**src/design/mklm_pkg.sv**
```systemverilog
// mklm_pkg: shared constants, register codes and types of the keyword line matcher.
// Used by mklm_cfg, mklm_cell and multi_keyword_line_match.
`default_nettype none
package mklm_pkg;

  localparam int NumKeywords     = 4;
  localparam int MaxKeywordBytes = 8;
  localparam int ByteW           = 8;
  localparam int KwTextW         = 64;
  localparam int KwLenW          = 4;
  localparam int KwCountW        = 3;
  localparam int ApbDataW        = 64;
  localparam int ApbAddrW        = 6;
  localparam int RegIdxW         = 3;

  localparam logic [KwCountW-1:0] KwCountReset = KwCountW'(1);

  // register index codes, byte address is 8 * index
  localparam logic [RegIdxW-1:0] RegText0   = 3'd0;
  localparam logic [RegIdxW-1:0] RegText1   = 3'd1;
  localparam logic [RegIdxW-1:0] RegText2   = 3'd2;
  localparam logic [RegIdxW-1:0] RegText3   = 3'd3;
  localparam logic [RegIdxW-1:0] RegLengths = 3'd4;
  localparam logic [RegIdxW-1:0] RegCount   = 3'd5;

  typedef struct packed {
    logic [NumKeywords-1:0][KwTextW-1:0] text;
    logic [NumKeywords-1:0][KwLenW-1:0]  len;
    logic [NumKeywords-1:0]              active;
  } mklm_kw_cfg_t;

  // clamp a length nibble to the longest keyword the matcher handles (MaxKeywordBytes)
  function automatic logic [KwLenW-1:0] sat_len(input logic [KwLenW-1:0] n);
    logic [KwLenW-1:0] res;
    res = (n > KwLenW'(MaxKeywordBytes)) ? KwLenW'(MaxKeywordBytes) : n;
    return res;
  endfunction

endpackage
`default_nettype wire

```
**src/design/mklm_cfg.sv**
```systemverilog
// mklm_cfg: APB-style register file holding keyword text, lengths and count.
// Depends on mklm_pkg.
`default_nettype none
module mklm_cfg (
  input  wire logic                           clk_i,
  input  wire logic                           rst_ni,
  input  wire logic                           psel,
  input  wire logic                           penable,
  input  wire logic                           pwrite,
  input  wire logic [mklm_pkg::ApbAddrW-1:0]  paddr,
  input  wire logic [mklm_pkg::ApbDataW-1:0]  pwdata,
  output logic      [mklm_pkg::ApbDataW-1:0]  prdata,
  output logic                                pready,
  output mklm_pkg::mklm_kw_cfg_t              kw_cfg_o
);
  import mklm_pkg::*;

  logic [NumKeywords-1:0][KwTextW-1:0] text_q;
  logic [NumKeywords-1:0][KwLenW-1:0]  len_q;
  logic [KwCountW-1:0]                 count_q;
  logic                                wr_en;
  logic [RegIdxW-1:0]                  idx;

  assign pready = 1'b1;
  assign wr_en  = psel && penable && pwrite;
  assign idx    = paddr[5:3];

  always_ff @(posedge clk_i or negedge rst_ni) begin
    if (!rst_ni) begin
      text_q  <= '0;
      len_q   <= '0;
      count_q <= KwCountReset;
    end else if (wr_en) begin
      unique case (idx)
        RegText0: text_q[0] <= pwdata;
        RegText1: text_q[1] <= pwdata;
        RegText2: text_q[2] <= pwdata;
        RegText3: text_q[3] <= pwdata;
        RegLengths: begin
          for (int k = 0; k < NumKeywords; k++) begin
            len_q[k] <= sat_len(pwdata[KwLenW*k +: KwLenW]);
          end
        end
        RegCount: count_q <= pwdata[KwCountW-1:0];
        default: ;
      endcase
    end
  end

  always_comb begin
    unique case (idx)
      RegText0:   prdata = text_q[0];
      RegText1:   prdata = text_q[1];
      RegText2:   prdata = text_q[2];
      RegText3:   prdata = text_q[3];
      RegLengths: prdata = ApbDataW'(len_q);
      RegCount:   prdata = ApbDataW'(count_q);
      default:    prdata = '0;
    endcase
  end

  always_comb begin
    kw_cfg_o.text = text_q;
    kw_cfg_o.len  = len_q;
    for (int k = 0; k < NumKeywords; k++) begin
      // a count above the keyword total enables all of them
      kw_cfg_o.active[k] = (count_q > KwCountW'(k));
    end
  end

endmodule
`default_nettype wire

```
**src/design/mklm_cell.sv**
```systemverilog
// mklm_cell: one position of the recent-byte chain, one byte plus a valid bit.
// Depends on mklm_pkg.
`default_nettype none
module mklm_cell (
  input  wire logic                                               clk_i,
  input  wire logic                                               rst_ni,
  input  wire logic                                               adv_i,
  input  wire logic                                               clr_i,
  input  wire logic [mklm_pkg::ByteW-1:0]                         byte_i,
  input  wire logic                                               valid_i,
  input  wire logic [mklm_pkg::NumKeywords-1:0][mklm_pkg::ByteW-1:0] kw_byte_i,
  input  wire logic [mklm_pkg::NumKeywords-1:0]                   need_i,
  output logic      [mklm_pkg::ByteW-1:0]                         byte_o,
  output logic                                                    valid_o,
  output logic      [mklm_pkg::NumKeywords-1:0]                   eq_o
);
  import mklm_pkg::*;

  logic [ByteW-1:0] byte_q;
  logic             valid_q;

  // a position the keyword does not reach always agrees
  always_comb begin
    for (int k = 0; k < NumKeywords; k++) begin
      eq_o[k] = !need_i[k] || (valid_q && (byte_q == kw_byte_i[k]));
    end
  end

  assign byte_o  = byte_q;
  assign valid_o = valid_q;

  always_ff @(posedge clk_i or negedge rst_ni) begin
    if (!rst_ni) begin
      byte_q  <= '0;
      valid_q <= 1'b0;
    end else if (clr_i) begin
      byte_q  <= '0;
      valid_q <= 1'b0;
    end else if (adv_i) begin
      byte_q  <= byte_i;
      valid_q <= valid_i;
    end
  end

endmodule
`default_nettype wire

```
**src/design/multi_keyword_line_match.sv**
```systemverilog
// multi_keyword_line_match: AND search of up to four keywords in each text line.
// Depends on mklm_pkg, mklm_cfg and mklm_cell.
//
// Usage:
//   Input channel (in_valid_i / in_stall_o) carries one item per cycle unless
//   stalled: a text byte, or a line end flagged by line_end_i (its byte is the
//   delimiter and is dropped). Output channel (out_valid_o / out_stall_i)
//   carries one item per line end: line_match_o and the keywords_seen_o bitmap.
//   Throughput is one input item per cycle while in_stall_o is low. A line-end
//   item's result is registered in the output register, or else in the skid entry.
//   A row of seven cells holds the last seven bytes of the line, each with a
//   valid bit; each byte shifts the row by one position, and a keyword of length
//   L is found when the current byte and the first L-1 cells equal its bytes.
//   The output register is backed by one skid entry: the input keeps flowing
//   while a result waits, and the input stalls only once the skid entry holds a
//   second result that the receiver has not yet taken.
//   Reset clears the byte row, the found flags, both output entries and the
//   keyword registers (keyword_count comes up as 1). There is no clearing pass.
//   Write the keyword registers over the APB-style port only while idle.
`default_nettype none
module multi_keyword_line_match (
  input  wire logic                           clk_i,
  input  wire logic                           rst_ni,
  // configuration port
  input  wire logic                           psel,
  input  wire logic                           penable,
  input  wire logic                           pwrite,
  input  wire logic [mklm_pkg::ApbAddrW-1:0]  paddr,
  input  wire logic [mklm_pkg::ApbDataW-1:0]  pwdata,
  output logic      [mklm_pkg::ApbDataW-1:0]  prdata,
  output logic                                pready,
  // input items
  input  wire logic                           in_valid_i,
  output logic                                in_stall_o,
  input  wire logic [mklm_pkg::ByteW-1:0]     text_byte_i,
  input  wire logic                           line_end_i,
  // result items
  output logic                                out_valid_o,
  input  wire logic                           out_stall_i,
  output logic                                line_match_o,
  output logic [mklm_pkg::NumKeywords-1:0]    keywords_seen_o
);
  import mklm_pkg::*;

  localparam int NumCells = MaxKeywordBytes - 1;
  localparam int SelW     = $clog2(MaxKeywordBytes);

  mklm_kw_cfg_t kw_cfg;

  mklm_cfg u_cfg (
    .clk_i    (clk_i),
    .rst_ni   (rst_ni),
    .psel     (psel),
    .penable  (penable),
    .pwrite   (pwrite),
    .paddr    (paddr),
    .pwdata   (pwdata),
    .prdata   (prdata),
    .pready   (pready),
    .kw_cfg_o (kw_cfg)
  );

  // handshake
  logic accept;
  logic adv;
  logic clr;

  assign accept = in_valid_i && !in_stall_o;
  assign adv    = accept && !line_end_i;
  assign clr    = accept && line_end_i;

  // cell row: cell j holds the line byte j+1 positions back
  logic [ByteW-1:0]                  link_byte[NumCells];
  logic                              link_vld [NumCells];
  logic [ByteW-1:0]                  row_byte [NumCells];
  logic                              row_vld  [NumCells];
  logic [NumKeywords-1:0]            need     [NumCells];
  logic [NumKeywords-1:0]            eq       [NumCells];
  logic [NumKeywords-1:0][SelW-1:0]  kw_sel   [NumCells];
  logic [NumKeywords-1:0][ByteW-1:0] kw_col   [NumCells];

  for (genvar j = 0; j < NumCells; j++) begin : g_cell
    // the first cell takes the current byte, the others their neighbor's
    if (j == 0) begin : g_head
      assign link_byte[j] = text_byte_i;
      assign link_vld[j]  = 1'b1;
    end else begin : g_link
      assign link_byte[j] = row_byte[j-1];
      assign link_vld[j]  = row_vld[j-1];
    end

    // keyword byte L-2-j lines up with this cell when the keyword reaches it
    for (genvar k = 0; k < NumKeywords; k++) begin : g_kw
      assign need[j][k]   = (kw_cfg.len[k] > KwLenW'(j + 1));
      assign kw_sel[j][k] = SelW'(kw_cfg.len[k] - KwLenW'(j + 2));
      assign kw_col[j][k] = kw_cfg.text[k][ByteW*kw_sel[j][k] +: ByteW];
    end

    mklm_cell u_cell (
      .clk_i     (clk_i),
      .rst_ni    (rst_ni),
      .adv_i     (adv),
      .clr_i     (clr),
      .byte_i    (link_byte[j]),
      .valid_i   (link_vld[j]),
      .kw_byte_i (kw_col[j]),
      .need_i    (need[j]),
      .byte_o    (row_byte[j]),
      .valid_o   (row_vld[j]),
      .eq_o      (eq[j])
    );
  end

  // current byte against the last byte of every keyword
  logic [NumKeywords-1:0][SelW-1:0] cur_sel;
  logic [NumKeywords-1:0]           cur_eq;

  for (genvar k = 0; k < NumKeywords; k++) begin : g_tail
    assign cur_sel[k] = SelW'(kw_cfg.len[k] - KwLenW'(1));
    assign cur_eq[k]  = (kw_cfg.len[k] != '0) &&
                        (text_byte_i == kw_cfg.text[k][ByteW*cur_sel[k] +: ByteW]);
  end

  // found flags: a keyword hits when every position agrees, only for active ones
  logic [NumKeywords-1:0] hit_any;
  logic [NumKeywords-1:0] found_d;
  logic [NumKeywords-1:0] found_q;

  always_comb begin
    hit_any = cur_eq;
    for (int j = 0; j < NumCells; j++) begin
      hit_any = hit_any & eq[j];
    end
    found_d = found_q | (hit_any & kw_cfg.active);
  end

  always_ff @(posedge clk_i or negedge rst_ni) begin
    if (!rst_ni) begin
      found_q <= '0;
    end else if (clr) begin
      found_q <= '0;
    end else if (adv) begin
      found_q <= found_d;
    end
  end

  // line result: an empty keyword counts as found
  logic [NumKeywords-1:0] len_zero;
  logic [NumKeywords-1:0] seen;
  logic                   all_hit;

  always_comb begin
    for (int k = 0; k < NumKeywords; k++) begin
      len_zero[k] = (kw_cfg.len[k] == '0);
    end
    seen    = kw_cfg.active & (len_zero | found_q);
    all_hit = &(~kw_cfg.active | seen);
  end

  // output register plus skid entry
  logic                   out_valid_q;
  logic                   out_match_q;
  logic [NumKeywords-1:0] out_seen_q;
  logic                   skid_valid_q;
  logic                   skid_match_q;
  logic [NumKeywords-1:0] skid_seen_q;
  logic                   take;

  assign take       = out_valid_q && !out_stall_i;
  assign in_stall_o = skid_valid_q;

  always_ff @(posedge clk_i or negedge rst_ni) begin
    if (!rst_ni) begin
      out_valid_q  <= 1'b0;
      skid_valid_q <= 1'b0;
    end else if (skid_valid_q) begin
      // input is stalled; drain the skid entry once the output moves
      if (take) begin
        out_valid_q  <= 1'b1;
        skid_valid_q <= 1'b0;
      end
    end else if (clr) begin
      if (!out_valid_q || take) begin
        out_valid_q <= 1'b1;
      end else begin
        skid_valid_q <= 1'b1;
      end
    end else if (take) begin
      out_valid_q <= 1'b0;
    end
  end

  always_ff @(posedge clk_i) begin
    if (skid_valid_q) begin
      if (take) begin
        out_match_q <= skid_match_q;
        out_seen_q  <= skid_seen_q;
      end
    end else if (clr) begin
      if (!out_valid_q || take) begin
        out_match_q <= all_hit;
        out_seen_q  <= seen;
      end else begin
        skid_match_q <= all_hit;
        skid_seen_q  <= seen;
      end
    end
  end

  assign out_valid_o     = out_valid_q;
  assign line_match_o    = out_match_q;
  assign keywords_seen_o = out_seen_q;

endmodule
`default_nettype wire
```
**config.mk**
```make
export PLATFORM = sky130hd
export DESIGN_NAME = multi_keyword_line_match
export DESIGN_NICKNAME = d
export VERILOG_FILES = /design/src/design/mklm_pkg.sv /design/src/design/mklm_cfg.sv /design/src/design/mklm_cell.sv /design/src/design/multi_keyword_line_match.sv
export SDC_FILE = /design/constraint.sdc
export NUM_CORES = 1
export LEC_CHECK = 0
export BUFFER_PORTS_ARGS = -buffer_cell sky130_fd_sc_hd__buf_2
export CORE_MARGIN = 4
export CORE_UTILIZATION = 50
export DETAILED_ROUTE_END_ITERATION = 7
export PLACE_DENSITY = 0.67
export RECOVER_POWER = 50
export SETUP_SLACK_MARGIN = 0.5
export SYNTH_ARGS = -nofsm -noshare
export SYNTH_HDL_FRONTEND = slang
export SYNTH_HIERARCHICAL = 1
export SYNTH_SLANG_ARGS = --single-unit
```
**constraint.sdc**
```tcl
create_clock -name clk_i -period 8.7 [get_ports clk_i]
set_input_delay 1.74 -clock clk_i [delete_from_list [all_inputs] [get_ports clk_i]]
set_output_delay 1.74 -clock clk_i [all_outputs]
set_load 0.005 [all_outputs]
```
==> metrics.txt <==
cts repair resizes=0; Yosys warnings=6; Synth Area in Adders=roughly 1.1%; Netlist cell types=73; # DRC=0; vias in the first global route=22600; Nets=2677; Final HPWL DP=104 mm; slack of the worst reg-to-reg path=2.17 ns; FF-to-FF End=found_q[1]$_DFFE_PN0P_; Required @ worst endpoint=9.23 ns; H-tree levels=2; share of layout cells above drive strength 1=40.5%; Post-Synth Simple-Gate Area=9.08%; final hold violation count=0; Post-Layout Cell Count=3375; peak supply drop=178 uV; worst skew pair latency=approximately 0.60 ns; worst hold slack=between 0.5 and 0.6 ns; CTS Buf Count=43; Setup Buffers After CTS=0; Compound-Gate Fraction of Synth Area=4.35%; Hold Buf Count CTS=0; first-pass GRT wire length=183 mm; Netlist Area Pre-Place=30100 um2; placed cells=3293; Synth area leaders=dfrtp_1 (28%), mux4_2 (23%), mux2_2 (15%), xnor2_1 (7.6%), nand2_1 (4.3%); most common cell in the synthesized netlist=mux2_2; multiplexer share of the synthesized area=a little over two fifths; Synth Flop Type=dfrtp_1; Hold WC Path Type=reg2reg; main combinational cell family by area after synthesis=multiplexers; R2R Path Start=u_cfg/kw_cfg_o[8]$_DFFE_PN0P_; io pins=158; drt total wl=~130 mm; DR iter-0 viols=between 3000 and 4000; Synth Area in XOR/XNOR=between 8 and 9%; DRT antenna net count=0; via count=23500; Horiz. Die Dim=254 um; RePlAce Congestion=between 1 and 1.5; design area=32400 um2; Post-synth ARST share=97.2%; r2r worst-path depth=13; Mapped Avg Cell Area=11.8 um2; Post-synth EDFFs=10; CP max FO=35; DR WL/cell=39.7 um; drt first pass iters=5; max-slew violations=345; WHS Endpoint=found_q[0]$_DFFE_PN0P_; period utilisation layout=75.1%; number of synthesized register bits=354; Final Core Density=54.5%; unrepaired setup endpoints after global routing=false; LEAKAGE=13.0 nW; Filler Cell Count=between 5000 and 6000; Placed Area=~31000 um2; dpl ws=2.89 ns; Setup TNS Final=0 ns; failing checks=max-capacitance violations, max-slew violations; largest net degree at the start of global routing=169; clk slew on worst S/H paths=around 0.070 ns; Syn-to-layout area delta=7.39%; CP Class=reg2reg; remaining global-route overflow=0; crit end category=register; MaxCap Viol Count=6; CTS tree=built; Sink Count=354; Least-Margin Pin Slew=4.39 ns; CTS Buffer Depth=3; fmax=between 0.15 and 0.2 GHz; Initial Util=between 50 and 60%; initial antenna violation count=6; crit start category=register; sequential area share after synthesis=29.6%; Die Ht=254 um; final setup fails=0; Layout Skew=0.0494 ns; top-area cell type share of the netlist area=~28%; Mapped Cells=between 2000 and 3000; die area=between 60000 and 70000 um2; min-delay src=found_q[0]$_DFFE_PN0P_; power per cell area=273 nW/um2; Mapped Nets=approximately 2700; Relative slew margins=-193%; Tmin final=between 6 and 7 ns; Setup WS post-layout=2.17 ns; Core ar.=about 59000 um2; # rows=89; total power=8.85 mW; Hold Path Cell Cnt=2; Global Route Usage Sum=between 40% and 50%; vias per inst=6.98; status=complete, but fails checks; Worst Path Arrival=7.06 ns; cell taking the most area after synthesis=dfrtp_1; Port-buffer cells=about 150; top post-synthesis cells by count=mux2_2 (409), nand2_1 (346), dfrtp_1 (343), mux4_2 (309), xnor2_1 (261); CTS Root Cell=clkbuf_16
-- worst max-delay path, stage by stage (launching register included) --
cell	delay [ns]
dfrtp_1	1.72
inv_1	0.76
ha_1	1.06
buf_4	0.52
mux4_2	0.64
nand2_1	0.10
nand2_1	0.06
xnor2_1	0.13
nand3_1	0.32
o31ai_2	0.33
nand4_1	0.12
nor4_1	0.27
nand4_1	0.13
o21ai_0	0.17
-- power breakdown --
part / internal [mW] / switching (mW) / total [mW]
logic: 1.93 / 2.22 / 4.16
clock network: 1.11 / 0.784 / 1.90
registers: 1.95 / 0.845 / 2.80
-- layout by cell type, fill, tap and decap left out, types with 10 or more instances in the layout --
cell type / n
mux4_2: 309
xnor2_1: 259
nor2_1: 96
clkbuf_1: 13
dfrtp_1: 339
o41ai_1: 13
nand4_1: 37
buf_4: 64
mux2_1: 10
ha_1: 26
buf_2: 146
nand2_1: 346
inv_1: 29
and2_1: 53
o31ai_2: 28
o21a_1: 13
a21oi_1: 12
o21ai_0: 29
mux2_2: 409
a221oi_1: 10
xor2_1: 21
edfxtp_1: 10
mux2i_1: 101
a21o_1: 10
clkbuf_16: 43
nand3_1: 36
-- how the worst max path moves through the flow --
| stage | start | to | slack (ns) |
|---|---|---|---|
| after floorplan | u_cfg/kw_cfg_o[17]$_DFFE_PN0P_ | found_q[3]$_DFFE_PN0P_ | 3.62 |
| after global placement | paddr[3] | prdata[26] | 2.92 |
| after detailed placement | paddr[3] | prdata[26] | 2.89 |
| after CTS | paddr[3] | prdata[26] | 2.88 |
| after global routing | u_cfg/kw_cfg_o[8]$_DFFE_PN0P_ | found_q[1]$_DFFE_PN0P_ | 1.87 |
| final | u_cfg/kw_cfg_o[8]$_DFFE_PN0P_ | found_q[1]$_DFFE_PN0P_ | 2.17 |
-- sequential cells by signal, summed over array words and instances, names as in the netlist --
signal                 count
found_q                    4
g_cell.u_cell/byte_o      56
g_cell.u_cell/valid_o      7
in_stall_o                 1
keywords_seen_o            4
line_match_o               1
out_valid_o                1
skid_match_q               1
skid_seen_q                4
u_cfg/count_q              3
u_cfg/kw_cfg_o           272
-- logic make-up after synthesis --
logic type / after synthesis
simple gates: 612
buf+inv: 275
other cells: 2
fa+ha+maj: 26
xor+xnor: 284
flops: 354
compound gates: 161
mux: 830
-- cell type report --
cell class                 count  area (um2)  area share (%)
sequential                   354        8910            27.5
antenna                        4        10.0          0.0309
timing repair buffer         217        1250            3.86
clock buffer                  59        1220            3.76
inverter                      34         129           0.398
clock inverter                19         246           0.762
tap                          773         967            2.99
multi-input combinational   1915       19600            60.7
-- layer usage --
metal  wire length (um)  up-vias  global-route usage, %
li1                   -     9466                      -
met1              49300    12200                   53.9
met2              57900     1575                   61.8
met3              16300      313                   13.5
met4              10300        6                   24.5
met5                 41        -                      0
Note: power is estimated with default switching activity, not from simulation.
